### config.mk
export PLATFORM = sky130hd
export DESIGN_NAME = zone_passage_detector
export DESIGN_NICKNAME = d
export VERILOG_FILES = /design/src/hw/rtl/zpd_pkg.sv /design/src/hw/rtl/zpd_classify.sv /design/src/hw/rtl/zone_passage_detector.sv
export VERILOG_INCLUDE_DIRS = /design/src /design/src/hw/rtl
export SDC_FILE = /design/constraint.sdc
export NUM_CORES = 1
export LEC_CHECK = 0
export CORE_ASPECT_RATIO = 0.9
export CORE_MARGIN = 3
export CORE_UTILIZATION = 56
export CTS_BUF_LIST = sky130_fd_sc_hd__clkbuf_8
export CTS_CLUSTER_SIZE = 30
export DETAILED_ROUTE_END_ITERATION = 6
export DONT_BUFFER_PORTS = 1
export PLACE_DENSITY = 0.75
export SYNTH_ARGS = -nofsm -noshare
export SYNTH_HDL_FRONTEND = slang
export SYNTH_SLANG_ARGS = --single-unit
### constraint.sdc
create_clock -name clk_i -period 6.8 [get_ports clk_i]
set_input_delay 2.04 -clock clk_i [delete_from_list [all_inputs] [get_ports clk_i]]
set_output_delay 2.04 -clock clk_i [all_outputs]
set_load 0.02 [all_outputs]
### src/hw/rtl/zone_passage_detector_defines.svh
// Assertion macros for the zone passage detector.
`ifndef ZONE_PASSAGE_DETECTOR_DEFINES_SVH
`define ZONE_PASSAGE_DETECTOR_DEFINES_SVH

// Checked on every rising edge outside reset.
`define ZPD_ASSERT(label, prop, msg) \
  label: assert property (@(posedge clk_i) disable iff (!rst_ni) (prop)) else $error(msg);

// Checked on every rising edge, reset included.
`define ZPD_ASSERT_ALWAYS(label, prop, msg) \
  label: assert property (@(posedge clk_i) (prop)) else $error(msg);

`endif

### src/hw/rtl/zpd_pkg.sv
`default_nettype none

package zpd_pkg;

  localparam logic [20:0] NEAR_MARGIN     = 21'd1000;
  localparam logic [19:0] LINE_NEAR_LIMIT = 20'd2000;

  typedef enum logic [1:0] {
    P_OUTSIDE = 2'd0,
    P_NEAR    = 2'd1,
    P_TOUCHED = 2'd2,
    P_PASSED  = 2'd3
  } passage_e;

  typedef enum logic [1:0] {
    SHAPE_LINE    = 2'd0,
    SHAPE_CIRCLE  = 2'd1,
    SHAPE_KEYHOLE = 2'd2,
    SHAPE_SECTOR  = 2'd3
  } shape_e;

  typedef enum logic {
    SCHEME_TOUCH   = 1'b0,
    SCHEME_CLOSEST = 1'b1
  } scheme_e;

  typedef enum logic [2:0] {
    REG_ZONE_SHAPE    = 3'd0,
    REG_SWITCH_SCHEME = 3'd1,
    REG_CIRCLE_RADIUS = 3'd2,
    REG_LINE_LENGTH   = 3'd3,
    REG_INNER_RADIUS  = 3'd4,
    REG_OUTER_RADIUS  = 3'd5,
    REG_MIN_ANGLE     = 3'd6,
    REG_MAX_ANGLE     = 3'd7
  } reg_idx_e;

  typedef struct packed {
    shape_e      zone_shape;
    scheme_e     switch_scheme;
    logic [19:0] circle_radius;
    logic [19:0] line_length;
    logic [19:0] inner_radius;
    logic [19:0] outer_radius;
    logic [15:0] min_angle;
    logic [15:0] max_angle;
  } cfg_t;

  typedef struct packed {
    passage_e    passage;
    logic        prior_valid;
    logic [19:0] prior_range;
  } held_t;

endpackage

`default_nettype wire

### src/hw/rtl/zpd_classify.sv
`default_nettype none

module zpd_classify (
  input  zpd_pkg::cfg_t     cfg_i,
  input  zpd_pkg::held_t    held_i,
  input  logic [19:0]       range_i,
  input  logic [15:0]       bearing_i,
  input  logic              crossed_i,
  output zpd_pkg::passage_e passage_o,
  output zpd_pkg::held_t    held_o
);

  logic              below_held;
  logic              above_held;
  logic              was_touched;
  logic              in_sector;
  logic              inner_set;
  logic [20:0]       range_ext;
  logic [20:0]       circle_near;
  logic [20:0]       outer_near;
  zpd_pkg::passage_e st;
  logic              keep;
  logic              line_mode;
  logic              use_tail;
  logic              is_keyhole;

  assign below_held  = held_i.prior_valid && (range_i < held_i.prior_range);
  assign above_held  = !held_i.prior_valid || (range_i > held_i.prior_range);
  assign was_touched = (held_i.passage == zpd_pkg::P_TOUCHED);
  assign inner_set   = (cfg_i.inner_radius != 20'd0);
  assign range_ext   = {1'b0, range_i};
  assign circle_near = {1'b0, cfg_i.circle_radius} + zpd_pkg::NEAR_MARGIN;
  assign outer_near  = {1'b0, cfg_i.outer_radius} + zpd_pkg::NEAR_MARGIN;
  assign is_keyhole  = (cfg_i.zone_shape == zpd_pkg::SHAPE_KEYHOLE);

  assign in_sector =
    ((cfg_i.min_angle > cfg_i.max_angle) &&
     ((bearing_i > cfg_i.min_angle) || (bearing_i < cfg_i.max_angle))) ||
    ((bearing_i > cfg_i.min_angle) && (bearing_i < cfg_i.max_angle));

  always_comb begin
    st        = zpd_pkg::P_OUTSIDE;
    keep      = 1'b0;
    line_mode = 1'b0;
    use_tail  = 1'b0;
    case (cfg_i.zone_shape)
      zpd_pkg::SHAPE_LINE: begin
        line_mode = 1'b1;
        if (was_touched) begin
          st = zpd_pkg::P_PASSED;
        end else if (range_i < cfg_i.line_length) begin
          if (crossed_i) begin
            st = zpd_pkg::P_TOUCHED;
          end else begin
            st = zpd_pkg::P_NEAR;
          end
        end else if (range_i <= zpd_pkg::LINE_NEAR_LIMIT) begin
          st = zpd_pkg::P_NEAR;
        end
      end
      zpd_pkg::SHAPE_CIRCLE: begin
        if (was_touched) begin
          if (cfg_i.switch_scheme == zpd_pkg::SCHEME_CLOSEST && below_held) begin
            st   = zpd_pkg::P_TOUCHED;
            keep = 1'b1;
          end else begin
            st = zpd_pkg::P_PASSED;
          end
        end else if (range_i < cfg_i.circle_radius) begin
          st   = zpd_pkg::P_TOUCHED;
          keep = 1'b1;
        end else if (range_ext < circle_near) begin
          st   = zpd_pkg::P_NEAR;
          keep = 1'b1;
        end
      end
      zpd_pkg::SHAPE_KEYHOLE, zpd_pkg::SHAPE_SECTOR: begin
        if (was_touched) begin
          if (cfg_i.switch_scheme == zpd_pkg::SCHEME_TOUCH) begin
            st = zpd_pkg::P_PASSED;
          end else if (is_keyhole) begin
            if (inner_set && range_i <= cfg_i.inner_radius && below_held) begin
              st   = zpd_pkg::P_TOUCHED;
              keep = 1'b1;
            end else if (above_held) begin
              st = zpd_pkg::P_PASSED;
            end else begin
              use_tail = 1'b1;
            end
          end else begin
            if (above_held || (inner_set && range_i < cfg_i.inner_radius)) begin
              st = zpd_pkg::P_PASSED;
            end else begin
              use_tail = 1'b1;
            end
          end
        end else if (range_ext > outer_near) begin
          st = zpd_pkg::P_OUTSIDE;
        end else if (range_i > cfg_i.outer_radius) begin
          st   = zpd_pkg::P_NEAR;
          keep = 1'b1;
        end else if (inner_set && range_i < cfg_i.inner_radius) begin
          keep = 1'b1;
          if (is_keyhole) begin
            st = zpd_pkg::P_TOUCHED;
          end else begin
            st = zpd_pkg::P_NEAR;
          end
        end else begin
          use_tail = 1'b1;
        end
      end
      default: begin
        st = zpd_pkg::P_OUTSIDE;
      end
    endcase

    if (use_tail) begin
      if (in_sector) begin
        st   = zpd_pkg::P_TOUCHED;
        keep = 1'b1;
      end else if (was_touched) begin
        st = zpd_pkg::P_PASSED;
      end else begin
        st = zpd_pkg::P_OUTSIDE;
      end
    end
  end

  assign passage_o = st;

  always_comb begin
    held_o.passage = (st == zpd_pkg::P_PASSED) ? zpd_pkg::P_OUTSIDE : st;
    if (line_mode) begin
      held_o.prior_valid = held_i.prior_valid;
      held_o.prior_range = held_i.prior_range;
    end else begin
      held_o.prior_valid = keep;
      held_o.prior_range = keep ? range_i : 20'd0;
    end
  end

endmodule

`default_nettype wire

### src/hw/rtl/zone_passage_detector.sv
// Zone passage detector: classifies each position fix against one waypoint zone.
// Input channel (in_valid_i/in_ready_o) carries one fix per word: distance to
// the waypoint, bearing from it and the external line-crossed flag.
// Output channel (out_valid_o/out_ready_i) carries one passage word per fix:
// outside, near, touched or passed, in fix order.
// Configuration channel (cfg_valid_i/cfg_ready_o) writes one register per
// word by index; it is always ready. The user must write it only while no fix
// is in flight; the block itself does not enforce this.
// A fix accepted into the input register is classified from it, and its result
// is loaded into the output register once that register is empty or being
// drained, so a stalled receiver can hold the result back.
// Throughput: one fix per cycle while the receiver is not stalling; the held
// passage state and distance update in the same cycle the result register loads.
// Reset clears both registers' valid flags, the held state (outside, no
// distance held) and loads the default zone: circle of 500 m, first-touch.
// A stalled receiver holds the output word; the input register still takes
// one more fix, then the input channel stalls until the output drains.
`default_nettype none

module zone_passage_detector (
  input  logic        clk_i,
  input  logic        rst_ni,
  input  logic        in_valid_i,
  output logic        in_ready_o,
  input  logic [19:0] range_to_point_i,
  input  logic [15:0] bearing_from_point_i,
  input  logic        line_crossed_i,
  output logic        out_valid_o,
  input  logic        out_ready_i,
  output logic [1:0]  passage_o,
  input  logic        cfg_valid_i,
  output logic        cfg_ready_o,
  input  logic [2:0]  cfg_index_i,
  input  logic [19:0] cfg_data_i
);

  `include "zone_passage_detector_defines.svh"

  zpd_pkg::cfg_t     cfg_q, cfg_d;
  zpd_pkg::held_t    held_q, held_d;
  zpd_pkg::held_t    held_next;
  zpd_pkg::passage_e result;
  zpd_pkg::passage_e passage_q;

  logic        in_valid_q, in_valid_d;
  logic        out_valid_q, out_valid_d;
  logic [19:0] range_q;
  logic [15:0] bearing_q;
  logic        crossed_q;
  logic        in_fire;
  logic        advance;

  assign cfg_ready_o = 1'b1;
  assign advance     = in_valid_q && (!out_valid_q || out_ready_i);
  assign in_ready_o  = !in_valid_q || advance;
  assign in_fire     = in_valid_i && in_ready_o;

  zpd_classify u_classify (
    .cfg_i     (cfg_q),
    .held_i    (held_q),
    .range_i   (range_q),
    .bearing_i (bearing_q),
    .crossed_i (crossed_q),
    .passage_o (result),
    .held_o    (held_next)
  );

  always_comb begin
    cfg_d = cfg_q;
    if (cfg_valid_i) begin
      case (zpd_pkg::reg_idx_e'(cfg_index_i))
        zpd_pkg::REG_ZONE_SHAPE:    cfg_d.zone_shape    = zpd_pkg::shape_e'(cfg_data_i[1:0]);
        zpd_pkg::REG_SWITCH_SCHEME: cfg_d.switch_scheme = zpd_pkg::scheme_e'(cfg_data_i[0]);
        zpd_pkg::REG_CIRCLE_RADIUS: cfg_d.circle_radius = cfg_data_i;
        zpd_pkg::REG_LINE_LENGTH:   cfg_d.line_length   = cfg_data_i;
        zpd_pkg::REG_INNER_RADIUS:  cfg_d.inner_radius  = cfg_data_i;
        zpd_pkg::REG_OUTER_RADIUS:  cfg_d.outer_radius  = cfg_data_i;
        zpd_pkg::REG_MIN_ANGLE:     cfg_d.min_angle     = cfg_data_i[15:0];
        zpd_pkg::REG_MAX_ANGLE:     cfg_d.max_angle     = cfg_data_i[15:0];
        default:                    cfg_d = cfg_q;
      endcase
    end
  end

  always_comb begin
    in_valid_d = in_valid_q;
    if (in_fire) begin
      in_valid_d = 1'b1;
    end else if (advance) begin
      in_valid_d = 1'b0;
    end
    out_valid_d = out_valid_q;
    if (advance) begin
      out_valid_d = 1'b1;
    end else if (out_ready_i) begin
      out_valid_d = 1'b0;
    end
    held_d = advance ? held_next : held_q;
  end

  always_ff @(posedge clk_i or negedge rst_ni) begin
    if (!rst_ni) begin
      cfg_q.zone_shape    <= zpd_pkg::SHAPE_CIRCLE;
      cfg_q.switch_scheme <= zpd_pkg::SCHEME_TOUCH;
      cfg_q.circle_radius <= 20'd500;
      cfg_q.line_length   <= 20'd1000;
      cfg_q.inner_radius  <= 20'd0;
      cfg_q.outer_radius  <= 20'd3000;
      cfg_q.min_angle     <= 16'd0;
      cfg_q.max_angle     <= 16'd16384;
      held_q.passage      <= zpd_pkg::P_OUTSIDE;
      held_q.prior_valid  <= 1'b0;
      held_q.prior_range  <= 20'd0;
      in_valid_q          <= 1'b0;
      out_valid_q         <= 1'b0;
    end else begin
      cfg_q       <= cfg_d;
      held_q      <= held_d;
      in_valid_q  <= in_valid_d;
      out_valid_q <= out_valid_d;
    end
  end

  always_ff @(posedge clk_i) begin
    if (in_fire) begin
      range_q   <= range_to_point_i;
      bearing_q <= bearing_from_point_i;
      crossed_q <= line_crossed_i;
    end
    if (advance) begin
      passage_q <= result;
    end
  end

  assign out_valid_o = out_valid_q;
  assign passage_o   = passage_q;

  `ZPD_ASSERT(a_held_never_passed, held_q.passage != zpd_pkg::P_PASSED, "held passed")
  `ZPD_ASSERT(a_held_range_cleared, !held_q.prior_valid |-> held_q.prior_range == 20'd0, "stale range")
  `ZPD_ASSERT(a_fix_enters, in_fire |=> in_valid_q, "accepted fix lost")
  `ZPD_ASSERT(a_result_loads, advance |=> out_valid_q, "result not offered")
  `ZPD_ASSERT(a_passed_resets, advance && result == zpd_pkg::P_PASSED |=> held_q.passage == zpd_pkg::P_OUTSIDE, "no reset after passed")

endmodule

`default_nettype wire

Word-level counts from Yosys, hierarchy flattened
Cells that the tools add are included.
{"block": "classes", "add_sub_neg": 2, "magnitude_cmp": 13, "n_eq_ne": 12, "mux": 53, "bitwise_logic": 1, "n_reduce_logical": 33}
{"operator": "20-bit < comparator", "count": 4}
{"operator": "20-bit by 10-bit adder with 21-bit output (second input constant)", "count": 2}
{"operator": "20-bit greater-than comparator", "count": 2}
{"operator": "2-bit 2-to-1 mux", "count": 19}
{"operator": "16-bit greater-than comparator", "count": 2}
{"operator": "1-bit 2-to-1 mux", "count": 31}
{"operator": "20-bit by 21-bit greater-than comparator with 1-bit output", "count": 1}
{"operator": "20-bit by 21-bit < comparator with 1-bit output", "count": 1}
{"operator": "20-bit by 11-bit <= comparator with 1-bit output (second input constant)", "count": 1}
{"operator": "20-bit <= comparator", "count": 1}
{"operator": "20-bit 2-to-1 mux", "count": 1}
{"operator": "20-bit nonzero test", "count": 1}
{"operator": "2-bit AND reduction", "count": 9}
{"operator": "16-bit < comparator", "count": 1}
{"operator": "3-bit equality test (second input constant)", "count": 4}
{"operator": "1-bit logical AND", "count": 9}
{"operator": "2-bit equality test (second input constant)", "count": 4}
{"operator": "3-bit by 2-bit equality test with 1-bit output (second input constant)", "count": 2}
{"operator": "1-bit logical OR", "count": 6}
{"operator": "2-bit case mux with 3 select lines", "count": 1}
{"operator": "2-bit nonzero test", "count": 2}
{"operator": "3-bit by 1-bit equality test with 1-bit output (second input constant)", "count": 1}
{"operator": "1-bit zero test", "count": 3}
{"operator": "3-bit zero test", "count": 1}
{"operator": "5 further kinds", "count": 5}
{"block": "totals", "ff_bits": 179, "input_bits": 65, "output_inout_bits": 5}

Longest topological paths before layout
{"block": "logic_depth", "word_depth": 11, "mapped_depth": 17, "ltp_nobuf": 15}

Hierarchy
Synthesis repeated with hierarchy kept, for this count alone.
{"block": "hier_totals", "cells_unflattened": 1140, "area_unflattened_um2": 12140.4}
{"module": "zone_passage_detector", "instances": 1, "cells_each": 350, "area_each_um2": 6496.2}
{"module": "zpd_classify", "instances": 1, "cells_each": 790, "area_each_um2": 5644.2}

Least setup slack after synthesis
Ideal clock, no wire load.
{"block": "synth_timing", "kind": "input to output", "startpoint": "input out_ready_i", "endpoint": "output in_ready_o", "arrival_time_ps": 2318, "t_required_ps": 4760, "slack_ps": 2442, "path_stages": 1, "path_cell_list": "nand3b_1"}
{"block": "synth_between", "elab_chain_len": 3}
{"element": "start: declaration", "line_no": "zone_passage_detector.sv:29", "rtl": "input logic out_ready_i,"}
{"element": "1-bit logical OR", "line_no": "zone_passage_detector.sv:54", "rtl": "assign advance = in_valid_q && (!out_valid_q || out_ready_i);"}
{"element": "1-bit logical AND", "line_no": "zone_passage_detector.sv:54"}
{"element": "1-bit logical OR", "line_no": "zone_passage_detector.sv:55", "rtl": "assign in_ready_o = !in_valid_q || advance;"}
{"element": "end: declaration", "line_no": "zone_passage_detector.sv:24", "rtl": "output logic in_ready_o,"}
Every way passes these cells.

Final worst setup path
Ends and elaborated chain as after synthesis.

==> results.md <==
- CP Launch Type: primary input
- Root Buffer: clkbuf_8
- Async set-reset flop share out of synthesis: 78.2%
- Min Tclk post-route: 4.37 ns
- Average wire per standard cell: 19.4 µm
- DR iter-0 viols: 630
- Total Power: 0.00352 W
- Fin crit share: 64.3%
- F_max: 229 MHz
- Yosys reg bits: 179
- Setup crit end kind: output pin
- GR Util met1: 36.4%
- Syn Area/Cell: 10.0 µm²
- Crit-path cells: nand3b_1
- Final std cells w/o fill: 1425
- Pwr dens: 286 nW/µm²
- Die area: 22600 µm²
- CTS resizes: 0
- Final count of negative-setup-slack endpoints: 0
- Routed via count: 8615
- Die H: 143 µm
- DRT Pass-1 Iters: 5
- Sw Pwr: 0.00130 W
- Count leader, synth: ha_1
- Nets: 1403
- Final TNS setup: 0 ns
- Slew Limit Fails: 0
- Worst Path Class, Setup: primary input to output pin
- Chip width: 158 µm
- Internal: 0.00222 W
- Placed cells: 1393
- Share of cells above drive strength 1: 12.4%
- Diodes inserted: 0
- Wire length of the first global-routing pass: 45600 µm
- Worst-path clk slew: 0.10 ns
- Max stage delay on crit path: 0.29 ns
- Fin. Hold Viols: 0
- Synth warnings: 0
- Tightest Pin Transition: 1.17 ns
- Setup bufs post-CTS: 0
- GR Util met2: 38.9%
- Max H-tree Level: 4
- Dpl cell area: 11900 µm²
- Clock Tree Buf Depth: 2
- Comb power frac: 35.0%
- Vias in the first global route: 8762
- Dpl hpwl: 20700 µm
- Top cell type's share of synthesized area: 25.6%
- Min-delay worst type: register to register
- Synth Instances: 1159
- Cell row count: 49
- Port Buffers: 0
- CTS tree: built
- Post-synth EDFFs: 39
- Area growth from synthesis to layout: 5.74%
- Delay-heaviest family, CP: simple AND/OR/NAND/NOR gates
- Lkg Pwr: 5.63 nW
- Seq/Total Area, Yosys: 40.4%
- Clock Skew: 0.0129 ns
- MaxCap Viol Count: 0
- Slowest cell on the critical path: nand3b_1
- Slew HR: 21.6%
- Status: complete, no violations
- Clk_lat worst skew: 0.49 ns
- Area leader, netlist: dfrtp_1
- Initial Util: 57.7%
- Initial antenna violation count: 0
- Switching share of power: 37.0%
- Largest net degree at the start of global routing: 141
- Final instance area: 12300 µm²
- Met3 usage: 6.55%
- TritonCTS buffer count: 17
- Antenna Nets Post-Route: 0
- Post-synth top flop: dfrtp_1
- Synth cell count leaders: ha_1, inv_1, dfrtp_1, nand2_1, a21oi_1
- Total track usage: 25.7%
- Worst vdd ir: 0.000142 V
- Worst path arrival time: 2.33 ns
- Post-Synthesis Net Count: 1405
- Crit-path max FO: 3
- Clock sinks: 179
- Seq pwr share: 43.4%
- Core ar.: 20200 µm²
- Setup slack, reg-to-reg: 2.52 ns
- Top cells by area, synth: dfrtp_1, ha_1, edfxtp_1
- Routability-driven placement congestion ratio: 0.895
- Io pins: 70
- RSZ-0062 raised after global routing: false
- Synth unique cells: 68
- CP required: 4.76 ns
- Mapped cell area: 11600 µm²
- Detailed Route WL: 27700 µm
- Post-route DRC: 0
- Post-CTS Hold Fix Bufs: 0
- Remaining Overflow, GRT: 0
- GR peak layer: met2
- Clock group share of total power: 21.6%
- Vias per cell: 6.05
- CP bufs+invs: 0
==> flip-flops by register name (all words and copies together) (netlist names) <==
register     flops
cfg_q          115
held_q          23
range_q         20
bearing_q       16
passage_o        2
crossed_q        1
in_valid_q       1
out_valid_o      1
==> power by group through the flow <==
stage          registers (W)  clock network, W  logic [W]
2_1_floorplan        0.00148                 0   0.000951
3_3_place_gp         0.00153                 0    0.00115
3_5_place_dp         0.00154                 0    0.00121
4_1_cts              0.00152          0.000776    0.00123
5_1_grt              0.00156          0.000818    0.00143
6_report             0.00152          0.000760    0.00123
==> layout by cell type (no fill, tap or decap), types with 18 or more instances in the layout <==
master / n
xnor2_1: 26
nand2_1: 119
edfxtp_1: 39
ha_1: 181
a21o_1: 22
nand4_1: 28
nand3_1: 27
clkbuf_8: 18
dfrtp_1: 119
o21ai_0: 71
dfstp_2: 21
a21oi_1: 79
inv_1: 136
mux2_2: 76
nor2_1: 26
==> final timing paths <==
kind	startpoint	end	cells after the start
worst min-delay path	in_valid_q$_DFFE_PN0P_	out_valid_o$_DFFE_PN0P_	1
max in group asynchronous	rst_ni	cfg_q[94]$_DFFE_PN1P_	0
worst max register to register	cfg_q[43]$_DFFE_PN1P_	held_q[20]$_DFFE_PN0P_	15
worst max-delay path	out_ready_i	in_ready_o	1
worst min register to register	in_valid_q$_DFFE_PN0P_	out_valid_o$_DFFE_PN0P_	1
min in group asynchronous	rst_ni	held_q[13]$_DFFE_PN0P_	0
==> cells by family after synthesis <==
group / synth area share (%)
flip-flops: 40.4
AND/OR/NAND/NOR: 12.9
multiplexers: 7.35
buffers and inverters: 5.28
XOR/XNOR: 2.11
other: 0.0322
AO/OA/AOI/OAI: 12.4
adder cells (fa/ha/maj): 19.5
==> cell type report <==
| cell class | count | area, µm² |
|---|---|---|
| Tap cell | 255 | 319 |
| Multi-Input combinational cell | 818 | 6340 |
| Clock inverter | 14 | 156 |
| Fill cell | 1653 | 7860 |
| Inverter | 136 | 510 |
| Clock buffer | 18 | 248 |
| Timing Repair Buffer | 5 | 37.5 |
| Sequential cell | 179 | 4700 |
==> per-layer routing <==
| layer | part of all wire [%] | vias to the layer above |
|---|---|---|
| met1 | 46 | 4184 |
| met3 | 7.0 | 44 |
| met4 | 2.5 | 0 |
| met5 | 0 | - |
| met2 | 44 | 220 |
| li1 | - | 4167 |
==> metrics by stage <==
| step | setup slack (ns) | util (%) | hold WS, ns |
|---|---|---|---|
| 4_1_cts | 2.43 | 61.0 | 0.505 |
| 2_1_floorplan | 2.44 | - | 0.457 |
| 3_3_place_gp | 2.43 | 59.0 | 0.474 |
| 3_5_place_dp | 2.43 | 59.0 | 0.482 |
| 5_1_grt | 2.18 | 61.0 | 0.521 |
| 6_report | 2.43 | 61.0 | 0.498 |
Note: power is estimated with default switching activity, not from simulation.
